<file path="src/rtl/core/zsr_pkg.sv">
// Shared types, codes and constants of the zoned sector remapper.
`default_nettype none

package zsr_pkg;

	// Fixed field widths
	localparam int SECTOR_PORT_W = 48;
	localparam int LEN_W         = 23;
	localparam int ZS_W          = 31;
	localparam int SH_W          = 5;

	// Defaults
	localparam int SECTOR_BITS_DEF = 48;
	localparam int QUEUE_DEPTH     = 4;
	localparam logic [ZS_W-1:0] ZONE_SECTORS_RST = ZS_W'(196608);
	localparam logic [SH_W-1:0] ZONE_SHIFT_RST   = SH_W'(18);

	typedef enum logic [0:0] {
		CMD_MAP  = 1'b0,
		CMD_DONE = 1'b1
	} cmd_t;

	typedef enum logic [2:0] {
		OP_READ   = 3'd0,
		OP_WRITE  = 3'd1,
		OP_APPEND = 3'd2,
		OP_MGMT   = 3'd3,
		OP_OTHER  = 3'd4
	} op_t;

	typedef enum logic [1:0] {
		ACT_FWD  = 2'd0,
		ACT_ZERO = 2'd1,
		ACT_KILL = 2'd2
	} act_t;

	typedef enum logic [0:0] {
		REG_ZONE_SECTORS = 1'b0,
		REG_ZONE_SHIFT   = 1'b1
	} reg_t;

	// How the back end builds the result sector
	typedef enum logic [2:0] {
		KIND_PASS  = 3'd0,	// sector unchanged, forwarded
		KIND_ZERO  = 3'd1,	// read past zone end, zero-filled
		KIND_KILL  = 3'd2,	// killed
		KIND_MAP   = 3'd3,	// index * zone size + offset
		KIND_XLATE = 3'd4	// sector + (sector / zone size) * gap
	} kind_t;

	typedef struct packed {
		kind_t             kind;
		logic [LEN_W-1:0]  len;
		logic              split;
	} cls_t;

	typedef struct packed {
		logic [ZS_W-1:0] zone_sectors;
		logic [SH_W-1:0] zone_shift;
	} cfg_t;

endpackage

`default_nettype wire

</file>
<file path="src/rtl/core/zsr_queue.sv">
// Short queue of classified requests between front and back end.
`default_nettype none

module zsr_queue
	import zsr_pkg::*;
#(
	parameter int SECTOR_BITS = SECTOR_BITS_DEF,
	parameter int DEPTH       = QUEUE_DEPTH
) (
	input  wire logic                   clk,
	input  wire logic                   arst_n,
	input  wire logic                   enq,
	input  wire logic [SECTOR_BITS-1:0] enq_sec,
	input  wire cls_t                   enq_cls,
	output logic                        q_full,
	input  wire logic                   deq,
	output logic                        q_valid,
	output logic [SECTOR_BITS-1:0]      q_sec,
	output cls_t                        q_cls
);

	localparam int PTR_W = (DEPTH > 1) ? $clog2(DEPTH) : 1;
	localparam int CNT_W = $clog2(DEPTH + 1);

	logic [SECTOR_BITS-1:0] sec_q [DEPTH];
	cls_t                   cls_q [DEPTH];
	logic [PTR_W-1:0]       wr_ptr_q;
	logic [PTR_W-1:0]       rd_ptr_q;
	logic [CNT_W-1:0]       cnt_q;
	logic                   do_deq;

	assign q_full  = cnt_q == CNT_W'(DEPTH);
	assign q_valid = cnt_q != '0;
	assign do_deq  = deq && q_valid;
	assign q_sec   = sec_q[rd_ptr_q];
	assign q_cls   = cls_q[rd_ptr_q];

	// Pointers and fill count
	always_ff @(posedge clk or negedge arst_n) begin
		if (!arst_n) begin
			wr_ptr_q <= '0;
			rd_ptr_q <= '0;
			cnt_q    <= '0;
		end else begin
			if (enq) begin
				wr_ptr_q <= (wr_ptr_q == PTR_W'(DEPTH - 1)) ? '0 : wr_ptr_q + PTR_W'(1);
			end
			if (do_deq) begin
				rd_ptr_q <= (rd_ptr_q == PTR_W'(DEPTH - 1)) ? '0 : rd_ptr_q + PTR_W'(1);
			end
			if (enq && !do_deq) begin
				cnt_q <= cnt_q + CNT_W'(1);
			end else if (!enq && do_deq) begin
				cnt_q <= cnt_q - CNT_W'(1);
			end
		end
	end

	// Entries
	always_ff @(posedge clk) begin
		if (enq) begin
			sec_q[wr_ptr_q] <= enq_sec;
			cls_q[wr_ptr_q] <= enq_cls;
		end
	end

endmodule

`default_nettype wire

</file>
<file path="config.mk">
export PLATFORM = sky130hd
export DESIGN_NAME = zsr_queue
export DESIGN_NICKNAME = d
export VERILOG_FILES = /design/src/rtl/core/zsr_pkg.sv /design/src/rtl/core/zsr_queue.sv
export SDC_FILE = /design/constraint.sdc
export NUM_CORES = 1
export LEC_CHECK = 0
export BUFFER_PORTS_ARGS = -buffer_cell sky130_fd_sc_hd__buf_2
export CAP_MARGIN = 20
export CELL_PAD_IN_SITES_DETAIL_PLACEMENT = 0
export CELL_PAD_IN_SITES_GLOBAL_PLACEMENT = 1
export CORE_MARGIN = 2
export CORE_UTILIZATION = 54
export CTS_CLUSTER_DIAMETER = 30
export DETAILED_ROUTE_END_ITERATION = 8
export PLACE_DENSITY = 0.88
export REMOVE_ABC_BUFFERS = 1
export SYNTH_ARGS = -nofsm -noshare
export SYNTH_HDL_FRONTEND = slang
export SYNTH_SLANG_ARGS = --single-unit
</file>
<file path="constraint.sdc">
create_clock -name clk -period 4.3 [get_ports clk]
set_clock_uncertainty 0.05 [all_clocks]
set_input_delay 0.86 -clock clk [delete_from_list [all_inputs] [get_ports clk]]
set_output_delay 0.86 -clock clk [all_outputs]
set_load 0.02 [all_outputs]
</file>
==> flow_metrics.tcl <==
set metrics [dict create \
    outcome "finished clean" \
    detailedPlace.worstSlack_ps 1230 \
    grt_start_max_net_pins 78 \
    syn_to_final_growth_pct 24.10 \
    drt_first_pass_iters 4 \
    cp-start-kind "flip-flop" \
    cts.clk_slew.worst_paths_ps 50 \
    achievable_freq_mhz 279.5 \
    post_cts_hold_buffer_count 0 \
    finalWorstSetupSlack_ps 722.6 \
    worstPathArrival_ps 2670 \
    core.rowCount 52 \
    port_buffers 155 \
    gp_congestion 0.6806 \
    timing.critical_path.slowest_stage_cell "sky130_fd_sc_hd__dfrtp_4" \
    route.detailed.drc 0 \
    synth_cell_type_count 21 \
    grtUsageMet1_pct 25.76 \
    drt.antenna.violating_nets 0 \
    pwr_density_cell_nw_per_um2 752.6 \
    detail_route.vias_per_cell 5.512 \
    cts_buffers 48 \
    worstHoldPathType "input port to asynchronous set/reset pin" \
    hpwl_um 12020 \
    cts_sink_cnt 307 \
    grt_overflow 0 \
    grt_first_pass_wirelength_um 32530 \
    core_area_um2 20360 \
    detail_route.wirelength_um 20820 \
    worst_setup_path_end_kind "output port" \
    fin_crit_sh_pct 83.20 \
    top_usage_layer "met2" \
    yosys_warnings 0 \
    die_y_um 148.4 \
    share_of_synthesized_area_occupied_by_flip_flops_and_latches_pct 81.54 \
    peakVddDrop_mv 0.4294 \
    min_cycle_time_layout_ps 3577 \
    critPathKind "flip-flop to output port" \
    critical_path_buf_inv_count 2 \
    cts_root_buffer "sky130_fd_sc_hd__clkbuf_16" \
    grt_setup_unrepaired "false" \
    cellLeakagePower_nw 4.864 \
    num_io_pins 156 \
    max-cap-violations 0 \
    dr.first_iter.drc_count 378 \
    power_mw 10.52 \
    finalHoldViolCount 0 \
    worstPathMaxFanout 43 \
    num-fill-cells 1247 \
    synth.top_cell.area_share_pct 79.98 \
    cts_setup_buffers 0 \
    grtUsageMet2_pct 33.66 \
    yosys_register_bits 307 \
    drv_slew 0 \
    core_occupancy_in_the_finished_layout_pct 68.63 \
    synthesis.instances 429 \
    post_synth_instance_area_um2 11260 \
    cts-root-to-sink-buffers 3 \
    path_cells "buf_4 -> mux4_2 -> buf_2" \
    worstMarginPinSlew_ps 838.0 \
    floorplan.initialDensity_pct 55.31 \
    globalRouteTotalUtil_pct 19.70 \
    cpLargestDelayFamily "flip-flops" \
    cts.repair.resized 0 \
    vias 5143 \
    grtUsageMet3_pct 5.123 \
    synth_top_cell_by_area "sky130_fd_sc_hd__edfxtp_1" \
    post_route_cells_drive_above_1_share_pct 48.41 \
    first_global_vias 5667 \
    setup_viol_count_final 0 \
    wire_length_per_cell_um 22.31 \
    number_of_antenna_violations_at_the_first_check_in_global_routing 3 \
    worst_slew_margin_rel_pct 44.13 \
    clk_latency_ps 520 \
    finish.net_count 710 \
    timing.critical_path.slowest_cell_delay_ps 970 \
    synth.area.top_cells "sky130_fd_sc_hd__edfxtp_1 (80%), sky130_fd_sc_hd__mux4_2 (15%), sky130_fd_sc_hd__dfrtp_1 (1.6%)" \
    mean_instance_size_in_the_synthesized_netlist_um2 26.25 \
    cp.required_ps 3390 \
    floorplan.die_area_um2 22030 \
    cts_tree "yes" \
    floorplan.die.width_um 148.4 \
    number_of_levels_in_the_clock_h_tree 2 \
]
[routing by layer]
metal	share of wire [%]	vias to the layer above
li1	-	2249
met1	39	2679
met2	53	188
met3	6.6	25
met4	1.3	2
met5	0.062	-
[metrics by stage]
stage	TNS [ps]	hold WS, ps	area [µm²]	std cells
floorplan	-25950	397.1	11110	412
global placement	0	412.1	12270	839
detailed placement	0	467.5	12380	843
CTS	0	106.0	13940	930
global route	0	108.3	13970	931
finish	0	123.4	13980	933
[cell families after synthesis]
| logic type | Yosys count | synth area share, % |
|---|---|---|
| AND/OR/NAND/NOR | 12 | 0.5443 |
| buffers and inverters | 20 | 1.455 |
| AO/OA/AOI/OAI | 2 | 0.08887 |
| adder cells (fa/ha/maj) | 7 | 0.8442 |
| flip-flops | 307 | 81.54 |
| XOR/XNOR | 3 | 0.2333 |
| multiplexers | 78 | 15.30 |
[registers in the layout, indices dropped and copies added (netlist names)]
register,count
rd_ptr_q,2
cls_q,108
cnt_q,3
wr_ptr_q,2
sec_q,192
[worst register-to-register path: stages, from the launching register on]
cell and delay [ps]:
sky130_fd_sc_hd__dfrtp_1 430, sky130_fd_sc_hd__or3_1 400, sky130_fd_sc_hd__nand2_1 190, sky130_fd_sc_hd__ha_1 230, sky130_fd_sc_hd__inv_1 70, sky130_fd_sc_hd__fa_1 380
sky130_fd_sc_hd__xor2_1 170, sky130_fd_sc_hd__nor2_1 130, sky130_fd_sc_hd__xor2_1 200
[power breakdown]
group | total, mW | switching, mW | internal [mW]
Clock | 3.65 | 1.28 | 2.37
Combinational | 2.72 | 1.52 | 1.20
Sequential | 4.15 | 0.305 | 3.85
Total | 10.5 | 3.11 | 7.41
[layout make-up]
class	count	area (µm²)	share of cell area, %
tap	270	337.8	2.417
clock buffer	60	1287	9.211
sequential	307	9191	65.76
timing repair buffer	162	940.9	6.732
inverter	3	11.26	0.08057
clock inverter	27	277.8	1.987
multi-input combinational	102	1926	13.78
antenna	2	5.005	0.03581
[path summary, 6_finish.rpt]
| kind | from | endpoint | slack (ps) | depth (start not counted) |
|---|---|---|---|---|
| max in group asynchronous | arst_n | rd_ptr_q[0]$_DFFE_PN0P_ | 3890 | 1 |
| max reg2reg | cnt_q[0]$_DFFE_PN0P_ | cnt_q[2]$_DFFE_PN0P_ | 1950 | 8 |
| max | rd_ptr_q[0]$_DFFE_PN0P_ | q_cls[17] | 720 | 3 |
| min in group clk | cnt_q[2]$_DFFE_PN0P_ | cnt_q[2]$_DFFE_PN0P_ | 480 | 1 |
| min reg2reg | cnt_q[2]$_DFFE_PN0P_ | cnt_q[2]$_DFFE_PN0P_ | 480 | 1 |
| min | arst_n | cnt_q[1]$_DFFE_PN0P_ | 120 | 1 |
[synth_stat cells]
| master | instances |
|---|---|
| sky130_fd_sc_hd__buf_4 | 4 |
| sky130_fd_sc_hd__buf_6 | 1 |
| sky130_fd_sc_hd__nor3b_1 | 1 |
| sky130_fd_sc_hd__fa_1 | 1 |
| sky130_fd_sc_hd__ha_1 | 6 |
| sky130_fd_sc_hd__nor2_1 | 3 |
| sky130_fd_sc_hd__xor2_1 | 2 |
| sky130_fd_sc_hd__nand2_1 | 3 |
| sky130_fd_sc_hd__xnor2_1 | 1 |
| sky130_fd_sc_hd__inv_1 | 3 |
| sky130_fd_sc_hd__edfxtp_1 | 300 |
| sky130_fd_sc_hd__o21ai_0 | 2 |
| sky130_fd_sc_hd__and2_1 | 4 |
| sky130_fd_sc_hd__mux2_2 | 3 |
| sky130_fd_sc_hd__buf_1 | 3 |
| sky130_fd_sc_hd__buf_2 | 5 |
| sky130_fd_sc_hd__or3_1 | 1 |
| sky130_fd_sc_hd__mux4_2 | 75 |
| sky130_fd_sc_hd__dfrtp_1 | 7 |
| sky130_fd_sc_hd__buf_12 | 3 |
| sky130_fd_sc_hd__buf_8 | 1 |
[cells in the final DEF, fill, tap and decap left out, types with 4 or more instances in the layout]
cell type,synthesis,layout
sky130_fd_sc_hd__clkbuf_16,0,49
sky130_fd_sc_hd__buf_16,0,5
sky130_fd_sc_hd__bufinv_16,0,4
sky130_fd_sc_hd__clkinv_2,0,5
sky130_fd_sc_hd__clkbuf_1,0,9
sky130_fd_sc_hd__clkinvlp_4,0,6
sky130_fd_sc_hd__clkinv_1,0,4
sky130_fd_sc_hd__clkinv_4,0,4
sky130_fd_sc_hd__dfrtp_1,7,5
sky130_fd_sc_hd__edfxtp_1,300,300
sky130_fd_sc_hd__ha_1,6,6
sky130_fd_sc_hd__mux4_2,75,75
sky130_fd_sc_hd__and2_4,0,4
sky130_fd_sc_hd__buf_2,5,155
Power figures use the tool's default switching activity.
