<file path="src/rtl/core/zsr_pkg.sv">
// Shared types, codes and constants of the zoned sector remapper.
`default_nettype none

package zsr_pkg;

	// Fixed field widths
	localparam int SECTOR_PORT_W = 48;
	localparam int LEN_W         = 23;
	localparam int ZS_W          = 31;
	localparam int SH_W          = 5;

	// Defaults
	localparam int SECTOR_BITS_DEF = 48;
	localparam int QUEUE_DEPTH     = 4;
	localparam logic [ZS_W-1:0] ZONE_SECTORS_RST = ZS_W'(196608);
	localparam logic [SH_W-1:0] ZONE_SHIFT_RST   = SH_W'(18);

	typedef enum logic [0:0] {
		CMD_MAP  = 1'b0,
		CMD_DONE = 1'b1
	} cmd_t;

	typedef enum logic [2:0] {
		OP_READ   = 3'd0,
		OP_WRITE  = 3'd1,
		OP_APPEND = 3'd2,
		OP_MGMT   = 3'd3,
		OP_OTHER  = 3'd4
	} op_t;

	typedef enum logic [1:0] {
		ACT_FWD  = 2'd0,
		ACT_ZERO = 2'd1,
		ACT_KILL = 2'd2
	} act_t;

	typedef enum logic [0:0] {
		REG_ZONE_SECTORS = 1'b0,
		REG_ZONE_SHIFT   = 1'b1
	} reg_t;

	// How the back end builds the result sector
	typedef enum logic [2:0] {
		KIND_PASS  = 3'd0,	// sector unchanged, forwarded
		KIND_ZERO  = 3'd1,	// read past zone end, zero-filled
		KIND_KILL  = 3'd2,	// killed
		KIND_MAP   = 3'd3,	// index * zone size + offset
		KIND_XLATE = 3'd4	// sector + (sector / zone size) * gap
	} kind_t;

	typedef struct packed {
		kind_t             kind;
		logic [LEN_W-1:0]  len;
		logic              split;
	} cls_t;

	typedef struct packed {
		logic [ZS_W-1:0] zone_sectors;
		logic [SH_W-1:0] zone_shift;
	} cfg_t;

endpackage

`default_nettype wire

</file>
<file path="src/rtl/core/zsr_front.sv">
// Front end: accepts requests and classifies them against the zone geometry.
`default_nettype none

module zsr_front
	import zsr_pkg::*;
#(
	parameter int SECTOR_BITS = SECTOR_BITS_DEF
) (
	input  wire logic                     clk,
	input  wire logic                     arst_n,
	input  wire cfg_t                     cfg,
	input  wire logic                     push,
	output logic                          full,
	input  wire logic                     cmd,
	input  wire logic [SECTOR_PORT_W-1:0] sector,
	input  wire logic [LEN_W-1:0]         size_sectors,
	input  wire logic [2:0]               op_kind,
	input  wire logic                     status_ok,
	input  wire logic                     q_full,
	output logic                          enq,
	output logic [SECTOR_BITS-1:0]        enq_sec,
	output cls_t                          enq_cls
);

	logic [SECTOR_BITS-1:0] sec_w;
	logic [ZS_W-1:0]        rel;
	logic [ZS_W-1:0]        rest;
	logic                   fits;
	logic                   past;
	logic                   go;
	cls_t                   cls;

	logic                   fr_v_s1;
	logic [SECTOR_BITS-1:0] fr_sec_s1;
	cls_t                   fr_cls_s1;

	// Offset within the emulated zone (spacing is at most 2^31)
	assign sec_w = SECTOR_BITS'(sector);
	assign rel   = sec_w[ZS_W-1:0] & ((ZS_W'(1) << cfg.zone_shift) - ZS_W'(1));
	assign fits  = ({1'b0, rel} + (ZS_W + 1)'(size_sectors)) <= {1'b0, cfg.zone_sectors};
	assign past  = rel >= cfg.zone_sectors;
	assign rest  = cfg.zone_sectors - rel;

	// Classify
	always_comb begin
		cls.kind  = KIND_PASS;
		cls.len   = size_sectors;
		cls.split = 1'b0;
		if (cmd == CMD_DONE) begin
			if (status_ok && (op_kind == OP_APPEND) && (cfg.zone_sectors != '0)) begin
				cls.kind = KIND_XLATE;
			end
		end else if ((size_sectors == '0) && (op_kind != OP_MGMT)) begin
			cls.kind = KIND_PASS;
		end else if (fits) begin
			cls.kind = KIND_MAP;
		end else if (op_kind == OP_READ) begin
			if (past) begin
				cls.kind = KIND_ZERO;
			end else begin
				cls.kind  = KIND_MAP;
				cls.len   = rest[LEN_W-1:0];
				cls.split = 1'b1;
			end
		end else begin
			cls.kind = KIND_KILL;
			cls.len  = '0;
		end
	end

	// Stage register drains into the queue whenever it has room
	assign go   = !fr_v_s1 || !q_full;
	assign full = !go;

	always_ff @(posedge clk or negedge arst_n) begin
		if (!arst_n) begin
			fr_v_s1 <= 1'b0;
		end else if (go) begin
			fr_v_s1 <= push;
		end
	end

	always_ff @(posedge clk) begin
		if (go && push) begin
			fr_sec_s1 <= sec_w;
			fr_cls_s1 <= cls;
		end
	end

	assign enq     = fr_v_s1 && !q_full;
	assign enq_sec = fr_sec_s1;
	assign enq_cls = fr_cls_s1;

endmodule

`default_nettype wire

</file>
<file path="config.mk">
export PLATFORM = sky130hd
export DESIGN_NAME = zsr_front
export DESIGN_NICKNAME = d
export VERILOG_FILES = /design/src/rtl/core/zsr_pkg.sv /design/src/rtl/core/zsr_front.sv
export SDC_FILE = /design/constraint.sdc
export NUM_CORES = 1
export LEC_CHECK = 0
export BUFFER_PORTS_ARGS = -buffer_cell sky130_fd_sc_hd__buf_2
export CORE_MARGIN = 4
export CORE_UTILIZATION = 39
export CTS_BUF_LIST = sky130_fd_sc_hd__clkbuf_8 sky130_fd_sc_hd__clkbuf_16
export DETAILED_ROUTE_END_ITERATION = 8
export GPL_TIMING_DRIVEN = 0
export HOLD_SLACK_MARGIN = 0.1
export PLACE_DENSITY_LB_ADDON = 0.25
export SLEW_MARGIN = 5
export SYNTH_ARGS = -nofsm -noshare
export SYNTH_HDL_FRONTEND = slang
export SYNTH_SLANG_ARGS = --single-unit
</file>
<file path="constraint.sdc">
create_clock -name clk -period 8.5 [get_ports clk]
set_input_delay 0.425 -clock clk [delete_from_list [all_inputs] [get_ports clk]]
set_output_delay 0.425 -clock clk [all_outputs]
set_load 0.01 [all_outputs]
</file>
==> results of run 1 <==
[routing by layer]
| layer | up-vias | wire length, um | track usage |
|---|---|---|---|
| met5 | - | 0 | 0 |
| met4 | 0 | 491 | 0.0625 |
| met3 | 24 | 1950 | 0.0412 |
| met2 | 265 | 10500 | 0.350 |
| met1 | 3050 | 10200 | 0.309 |
| li1 | 3191 | - | - |
[worst max path at each step]
stage	start	end	slack (ps)	cells past startpoint
6_report	cfg[0]	enq_cls[12]	1120	31
3_5_place_dp	cfg[0]	enq_cls[12]	830	31
5_1_grt	cfg[2]	enq_cls[12]	740	31
3_3_place_gp	cfg[0]	enq_cls[13]	890	31
4_1_cts	cfg[0]	enq_cls[12]	1180	31
2_1_floorplan	cfg[2]	enq_cls[10]	2030	31
[state kept, by name, summed over array words and instances, names as in the netlist]
name / flops
fr_v_s1: 1
enq_sec: 48
enq_cls: 27
[power by group]
part           switching, uW  internal (uW)  total (uW)
Sequential              4.23            437         441
Clock                    182            263         445
Combinational            248            183         431
[Yosys cell counts (6+ instances only)]
master,count
o21ai_0,33
nor3_1,9
nor2_1,30
a22o_1,22
o21ai_1,12
inv_1,74
xnor2_1,36
o211ai_1,9
a211oi_1,9
or3_1,6
nor2b_1,13
nand2_1,39
xor2_1,10
a21oi_1,59
a21o_1,32
nand4_1,17
and3_1,12
ha_1,108
o21a_1,14
nand3_1,6
nor4_1,18
o21bai_1,7
and2_1,6
edfxtp_1,75
buf_2,7
nand2b_1,11
[logic make-up after synthesis]
kind of cell             Yosys count  share of synthesized area
XOR/XNOR                          46                     0.0570
buffers and inverters             93                     0.0565
flip-flops                        76                      0.322
AO/OA/AOI/OAI                    231                      0.218
AND/OR/NAND/NOR                  190                      0.149
adder cells (fa/ha/maj)          110                      0.197
[metrics by stage]
stage | total power, uW | utilization | hold slack (ps) | std cells | cell area, um2
3_5_place_dp | 874 | 0.476 | 201 | 1163 | 8350
6_report | 1320 | 0.496 | 239 | 1180 | 8690
2_1_floorplan | 737 | - | 129 | 746 | 7070
3_3_place_gp | 870 | 0.473 | 200 | 1161 | 8300
4_1_cts | 1320 | 0.496 | 228 | 1180 | 8690
5_1_grt | 1390 | 0.496 | 223 | 1180 | 8690
[final cells by class]
cell class	instances	share of cell area
repair buffers	193	0.115
inverters	74	0.0320
well taps	225	0.0324
flip-flops and latches	76	0.262
clock buffers	9	0.0259
multi-input cells	577	0.506
plain buffers	19	0.0140
clock inverters	7	0.0122
==> results.ini, run 1 <==
[pwr]
powerDensity_nw_per_um2 = 151
ir_drop_mv = 0.100
leakagePower_uw = 0.00420

[critical_path]
r2r-end = enq_sec[20]
cp_max_fo = 10
r2r_slack_ps = 6540
startpoint_type = input pin
worst_ep_required_time_ps = 8600
cp_slowest_cell = or3_1
cp_common_cell = ha_1
critPathKind = in2reg
critPathBufInv = 5
r2r_start = fr_v_s1
critPathCaptureType = flop
slowest_delay_ps = 460
reg2reg_depth = 4
cp_top_family = compound AO/OA/AOI/OAI gates
cp.arrival_ps = 7480

[cts]
cts_buffers = 9
path_clk_slew_ps = 70
cts.sinks = 76
cts_tree = yes
holdBufCountCts = 1
cts_root_buf = clkbuf_16
clk_latency_ps = 360
post_cts_buffers = 0
cts-resized-gates = 0
htree_levels = 3
clockBufferDepth = 2

[routing]
ant_nets = 0
via_per_inst = 5.53
drc = 0
wire_per_inst_um = 19.6
wl_mm = 23.1
drt-initial-drc-count = 434
via_count = 6530
drt-pass1-iter-count = 4

[placed_design]
portBuffers = 190
dp_slack_ps = 827
dp_hpwl_mm = 19.3
gp_congestion = 0.965

[min_path]
hold_path_class = in2reg
whs_path_depth = 1
hold_path_startpoint = sector[37]
min_to = enq_sec[37]

[synth]
syn_inst = 746
synth_fp_nets = 972
synthTopCellsByArea = edfxtp_1 32%, ha_1 19%, xnor2_1 4.5%
yosysTopAreaCell = edfxtp_1
synth_cell_type_count = 66
synth-main-ff-cell = edfxtp_1
syn_area_per_cell_um2 = 9.48
synth_area_um2 = 7070
synth-edff-count = 75
ys_seq_area_frac = 0.322
yosysWarnings = 0
ys_ff_latch = 76
synth_top_area_frac = 0.319
async_reset_ff_frac = 0.0132

[sta]
fmax_mhz = 136
period_needed_ps = 7380
skew_ps = 8.61
setup_viol = 0
rsz0062_at_grt = false
layout_setup_ws_ps = 1120
worst_pin_slew_ps = 730
drv_slew = 0
hold_viol_final = 0
period_share = 0.868
tns_ps = 0
slew_headroom = 0.512

[final_layout]
fill_cells = 1715
num_antenna_cells = 0
final_common_cell = buf_2
seqCellArea_um2 = 2280
nets = 1176
synthToLayoutAreaGrowth_pct = 22.9
multi_input_area_um2 = 4400
final_layout_size_suffix_gt1_frac = 0.249
mostFrequentLayoutCells = 197 x buf_2, 108 x ha_1, 75 x edfxtp_1, 74 x inv_1, 59 x a21oi_1

[floorplan]
die_h_um = 143
dieArea_um2 = 20300
fp-row-count = 48
die_width_um = 143
core_area_um2 = 17500
start_util = 0.403
ios = 193

[job]
drv_cap = 0

[grt]
antenna_found_initial = 0
grt_max_degree = 29
grt_overflow = 0
grtUsageTotal = 0.221
grt_pass1_wl_mm = 34.4
first_global_vias = 6242

[outcome]
status = complete, no violations

No activity file was read; power rests on OpenSTA's default activity.
==> run 2, diff against run 1 <==
- CORE_UTILIZATION: 39 -> 55
- RECOVER_POWER: not set -> 50
==> run 2 against run 1 <==
Against the previous run: highest routed layer unchanged; power is 5.9% lower; largest power group is now registers; final area fell by 2.5%; global-route usage grew 6.4 points; critical endpoint is now enq_cls[4].
==> results.ini, run 2 (synthesis gave the netlist of run 1 again) <==
[outcome]
status = complete, no violations

[sta]
fmax_mhz = 135  ; about the same
period_needed_ps = 7380  ; +5.58 ps
skew_ps = 13.7  ; +5.10 ps
period_share = 0.869  ; about the same
drv_slew = 0  ; unchanged
tns_ps = 0  ; unchanged
hold_ws_ps = 246  ; +7.18 ps
slew_headroom = 0.541  ; +0.0286
rsz0062_at_grt = false
hold_viol_final = 0  ; unchanged
setup_viol = 0  ; unchanged
worst_pin_slew_ps = 682  ; -47.6 ps

[cts]
clk_latency_ps = 360  ; about the same
clockBufferDepth = 2  ; unchanged
cts_tree = yes
htree_levels = 3  ; unchanged
cts_buffers = 9  ; unchanged
cts.sinks = 76  ; unchanged
post_cts_buffers = 0  ; unchanged
holdBufCountCts = 1  ; unchanged
cts_root_buf = clkbuf_16
cts-resized-gates = 0  ; unchanged
path_clk_slew_ps = 60  ; about the same

[critical_path]
startpoint_type = input pin
cp_max_fo = 10  ; unchanged
cp.arrival_ps = 7480  ; about the same
cp_slowest_cell = o32ai_1
reg2reg_depth = 4  ; unchanged
cp_common_cell = ha_1
critPathKind = in2reg
slowest_delay_ps = 530  ; +70 ps
worst_ep_required_time_ps = 8600  ; about the same
critPathCaptureType = flop

[final_layout]
seqCellArea_um2 = 2280  ; unchanged
multi_input_area_um2 = 4400  ; unchanged
mostFrequentLayoutCells = 117 x buf_2, 108 x ha_1, 85 x clkbuf_1, 75 x edfxtp_1, 74 x inv_1
final_common_cell = buf_2
final_layout_size_suffix_gt1_frac = 0.165  ; -0.0838
nets = 1176  ; unchanged
largest_register_ffs = 48  ; unchanged
design_area_um2 = 8480  ; -2.5%
num_antenna_cells = 0  ; unchanged
fill_cells = 1134  ; -34%
synthToLayoutAreaGrowth_pct = 19.9

[pwr]
powerDensity_nw_per_um2 = 146  ; -3.5%
leakagePower_uw = 0.00395  ; -5.9%
ir_drop_mv = 0.0931  ; -7.2%

[grt]
grt_overflow = 0  ; unchanged
grt_max_degree = 35  ; +21%
use_met3 = 0.0462  ; +0.00496
grt_use_met1 = 0.378  ; +0.0690
grt_pass1_wl_mm = 32.3  ; -6.2%
antenna_found_initial = 0  ; unchanged
grtUsageTotal = 0.285  ; +0.0643
busiest_layer = met2
first_global_vias = 6349  ; +1.7%
grt_util_met2 = 0.456  ; +0.106

[routing]
drt-pass1-iter-count = 5  ; +1
via_per_inst = 5.87  ; +6.0%
drt-initial-drc-count = 545  ; +26%
wl_mm = 21.2  ; -8.2%
via_count = 6612  ; +1.3%
wire_per_inst_um = 18.8  ; -3.9%
drc = 0  ; unchanged
ant_nets = 0  ; unchanged

[floorplan]
dieArea_um2 = 14700  ; -28%
fp-row-count = 41  ; -15%
die_width_um = 121  ; -15%
start_util = 0.560  ; +0.157
die_h_um = 121  ; -15%
core_area_um2 = 12600  ; -28%
ios = 193  ; unchanged

[min_path]
whs_path_depth = 1  ; unchanged
hold_path_class = in2reg

[placed_design]
portBuffers = 190  ; unchanged
dp_hpwl_mm = 17.7  ; -7.9%
gp_congestion = 1.03  ; +6.6%
dpl-instance-area_um2 = 8280  ; -0.79%

[job]
drv_cap = 0  ; unchanged

-- run 2: cell types whose count changed in the layout (fill, tap and decap cells not counted) --
cell        change
buf_2          -80
clkbuf_1       +80
bufinv_16       -2
clkinv_4        -2
clkinvlp_4      +2
and2_0          +1
and2_1          -1
clkinv_2        +1
inv_6           +1
-- run 2: final timing paths --
kind | endpoint | start | slack (ps)
worst max-delay path | enq_cls[4] | cfg[0] | 1120
worst min-delay path | enq_sec[46] | sector[46] | 250
worst max register to register | enq_sec[16] | fr_v_s1 | 6640
worst min register to register | fr_v_s1 | fr_v_s1 | 740
max in group asynchronous | fr_v_s1 | arst_n | 8030
min in group asynchronous | fr_v_s1 | arst_n | 390
-- run 2: metrics by stage --
step                      utilization  worst slack (ps)  instances  power [uW]
final                           0.672              1120       1127        1240
after floorplan                     -              2030        746         737
after global routing            0.672               738       1127        1310
after CTS                       0.680              1220       1127        1240
after global placement          0.653               921       1108         867
after detailed placement        0.656               888       1110         871
-- run 2: final cells by class --
class | count | area share
timing repair buffer | 193 | 0.106
buffer | 19 | 0.0143
inverter | 74 | 0.0328
tap | 172 | 0.0254
clock buffer | 9 | 0.0266
clock inverter | 7 | 0.00679
sequential | 76 | 0.269
multi-input combinational | 577 | 0.519
-- run 2: critical path, delay by kind of cell --
family	cells	cell delay, ps
AOI/OAI and AO/OA	8	1920
xor gates and xnor gates	1	170
adders and majority gates	3	810
buffers and inverters	5	900
and+or+nand+nor	13	3250
-- run 2: power breakdown --
group | switching, uW | internal [uW] | leakage [uW] | total (uW)
combinational | 248 | 177 | 0.00309 | 425
clock | 170 | 202 | 0.000135 | 372
sequential | 4.68 | 437 | 0.000726 | 442
total | 423 | 816 | 0.00395 | 1240
-- run 2: metal layers --
layer / part of all wire / wire (um)
met5: 0 / 0
met4: 0.038 / 800
met3: 0.091 / 1930
met2: 0.45 / 9640
met1: 0.42 / 8840
==> run 3, diff against run 2 <==
- CELL_PAD_IN_SITES_DETAIL_PLACEMENT: not set -> 0
- CELL_PAD_IN_SITES_GLOBAL_PLACEMENT: not set -> 2
- CORE_UTILIZATION: 55 -> 35
- RECOVER_POWER: 50 -> 25
==> run 3 against run 2 <==
Against the previous run: worst hold slack worse by 4.6 ps; clock power is 8.3% higher; sequential share of layout area is 0.63 points lower; die area is 53% higher; via count is 2.4% lower; clock-buffer cell count stayed put; wire length is 14% higher; power is 3.6% higher; sequential cell count stayed put; register-to-register slack better by 130 ps; largest cell class unchanged; largest power group unchanged.
==> results.ini, run 3 (synthesis gave the netlist of run 1 again) <==
[final_layout]
design_area_um2 = 8680  ; +2.4%
fill_cells = 2052  ; +81%
multi_input_area_um2 = 4400  ; unchanged
num_antenna_cells = 0  ; unchanged
mostFrequentLayoutCells = 162 x buf_2, 108 x ha_1, 75 x edfxtp_1, 74 x inv_1, 59 x a21oi_1
final_layout_size_suffix_gt1_frac = 0.213  ; +0.0471
final_common_cell = buf_2
synthToLayoutAreaGrowth_pct = 22.8
fin_cells = 1220  ; +8.3%
nets = 1176  ; unchanged
seqCellArea_um2 = 2280  ; unchanged
largest_register_ffs = 48  ; unchanged

[routing]
via_count = 6453  ; -2.4%
via_per_inst = 5.29  ; -9.8%
drt-pass1-iter-count = 5  ; unchanged
drc = 0  ; unchanged
wl_met1_mm = 11.2  ; +27%
drt-initial-drc-count = 344  ; -37%
ant_nets = 0  ; unchanged
routed-wl-met3_mm = 1.71  ; -11%
wl_met2_mm = 10.7  ; +11%
routed.top_layer = met5
wire_per_inst_um = 19.8  ; +5.0%
wl_mm = 24.1  ; +14%

[sta]
fmax_mhz = 131  ; -3.5%
setup_viol = 0  ; unchanged
tns_ps = 0  ; unchanged
slew_headroom = 0.549  ; +0.00777
skew_ps = 5.32  ; -8.39 ps
period_needed_ps = 7650  ; +267 ps
worst_pin_slew_ps = 671  ; -11.5 ps
rsz0062_at_grt = false
drv_slew = 0  ; unchanged
hold_ws_ps = 241  ; -4.62 ps
period_share = 0.900  ; +0.0314
hold_viol_final = 0  ; unchanged

[critical_path]
critPathKind = in2reg
cp_max_fo = 10  ; unchanged
r2r_start = fr_v_s1
cp-startpoint = cfg[2]
r2r-end = enq_sec[9]
worst_ep_required_time_ps = 8590  ; about the same
startpoint_type = input pin
cp_slowest_cell = or3_1
cp.arrival_ps = 7740  ; +260 ps
cp_common_cell = ha_1
reg2reg_depth = 3  ; -1
critPathCaptureType = flop
r2r_slack_ps = 6770  ; +130 ps
slowest_delay_ps = 480  ; -50 ps

[min_path]
hold_path_class = in2reg
hold_path_startpoint = sector[31]
min_to = enq_sec[31]
whs_path_depth = 1  ; unchanged

[cts]
path_clk_slew_ps = 70  ; about the same
htree_levels = 3  ; unchanged
cts-resized-gates = 0  ; unchanged
clk_latency_ps = 350  ; about the same
cts_root_buf = clkbuf_16
cts_buffers = 9  ; unchanged
clockBufferDepth = 2  ; unchanged
cts_tree = yes
cts.sinks = 76  ; unchanged

[grt]
first_global_vias = 6213  ; -2.1%
antenna_found_initial = 1  ; +1
grt_pass1_wl_mm = 35.4  ; +9.8%
grt_overflow = 0  ; unchanged
grt_max_degree = 35  ; unchanged
grtUsageTotal = 0.210  ; -0.0754

[floorplan]
core_area_um2 = 19700  ; +56%
die_h_um = 150  ; +24%
start_util = 0.360  ; -0.200
die_width_um = 150  ; +24%
ios = 193  ; unchanged
dieArea_um2 = 22500  ; +53%
fp-row-count = 51  ; +24%

[pwr]
switchingPower_uw = 434  ; +2.6%
power.total_uw = 1280  ; +3.6%
leakagePower_uw = 0.00409  ; +3.4%
powerDensity_nw_per_um2 = 148  ; +1.2%
clkPwrFrac = 0.314  ; +0.014
p_sw_frac = 0.338  ; -0.00309
power_frac_seq = 0.343  ; -0.014
internal_power_uw = 849  ; +4.1%
pwr-share-comb = 0.342  ; about the same
ir_drop_mv = 0.102  ; +9.1%

[placed_design]
gp_congestion = 0.906  ; -12%
dp.cells = 1203  ; +8.4%
portBuffers = 190  ; unchanged
dpl-instance-area_um2 = 8410  ; +1.5%
dp_hpwl_mm = 20.6  ; +16%

[job]
drv_cap = 0  ; unchanged

[outcome]
status = complete, no violations

run 3: changes by cell type in the layout (fill, tap and decap cells not counted), sizes merged:
| cell | before | now |
|---|---|---|
| buf | 126 | 171 |
| clkbuf | 94 | 49 |
| bufinv | 0 | 1 |
| inv | 78 | 77 |
run 3: cell type report:
cell class | instances | area share
clock inverter | 7 | 0.00923
clock buffer | 9 | 0.0260
buffer | 19 | 0.0140
tap | 265 | 0.0382
multi-input combinational | 577 | 0.507
sequential | 76 | 0.262
inverter | 74 | 0.0320
timing repair buffer | 193 | 0.111
run 3: worst max-delay path by stage:
| stage | to | cells past startpoint |
|---|---|---|
| after floorplan | enq_cls[10] | 31 |
| after global placement | enq_cls[2] | 31 |
| after detailed placement | enq_cls[2] | 31 |
| after CTS | enq_cls[2] | 31 |
| after global routing | enq_cls[2] | 32 |
| final | enq_cls[2] | 31 |
run 3: power by group through the flow:
stage	clock network, uW	logic (uW)	registers (uW)
2_1_floorplan	0	273	464
3_3_place_gp	0	435	452
3_5_place_dp	0	437	449
4_1_cts	414	440	441
5_1_grt	430	487	442
6_report	403	439	441
run 3: metal layers:
layer	vias up	GRT usage
li1	3187	-
met1	3023	0.294
met2	211	0.325
met3	30	0.0424
met4	2	0.0686
met5	-	0
run 3: what timing repair did:
action                                  in CTS  in global routing
hold buffers                                 1                  0
endpoints found under the setup margin       0                  0
hold endpoints to repair                     1                  0
buffers inserted                             0                  0
run 3: metrics by stage:
stage | worst slack [ps] | util
after CTS | 855 | 0.444
after floorplan | 2030 | -
after detailed placement | 519 | 0.428
after global placement | 439 | 0.425
final | 851 | 0.442
after global routing | 413 | 0.442
run 3: critical path: cells and delay by family:
| kind | cells | cell delay [ps] |
|---|---|---|
| adder cells (fa/ha/maj) | 3 | 830 |
| AO/OA/AOI/OAI | 13 | 2920 |
| buffers and inverters | 5 | 930 |
| AND/OR/NAND/NOR | 9 | 2450 |
| XOR/XNOR | 1 | 150 |
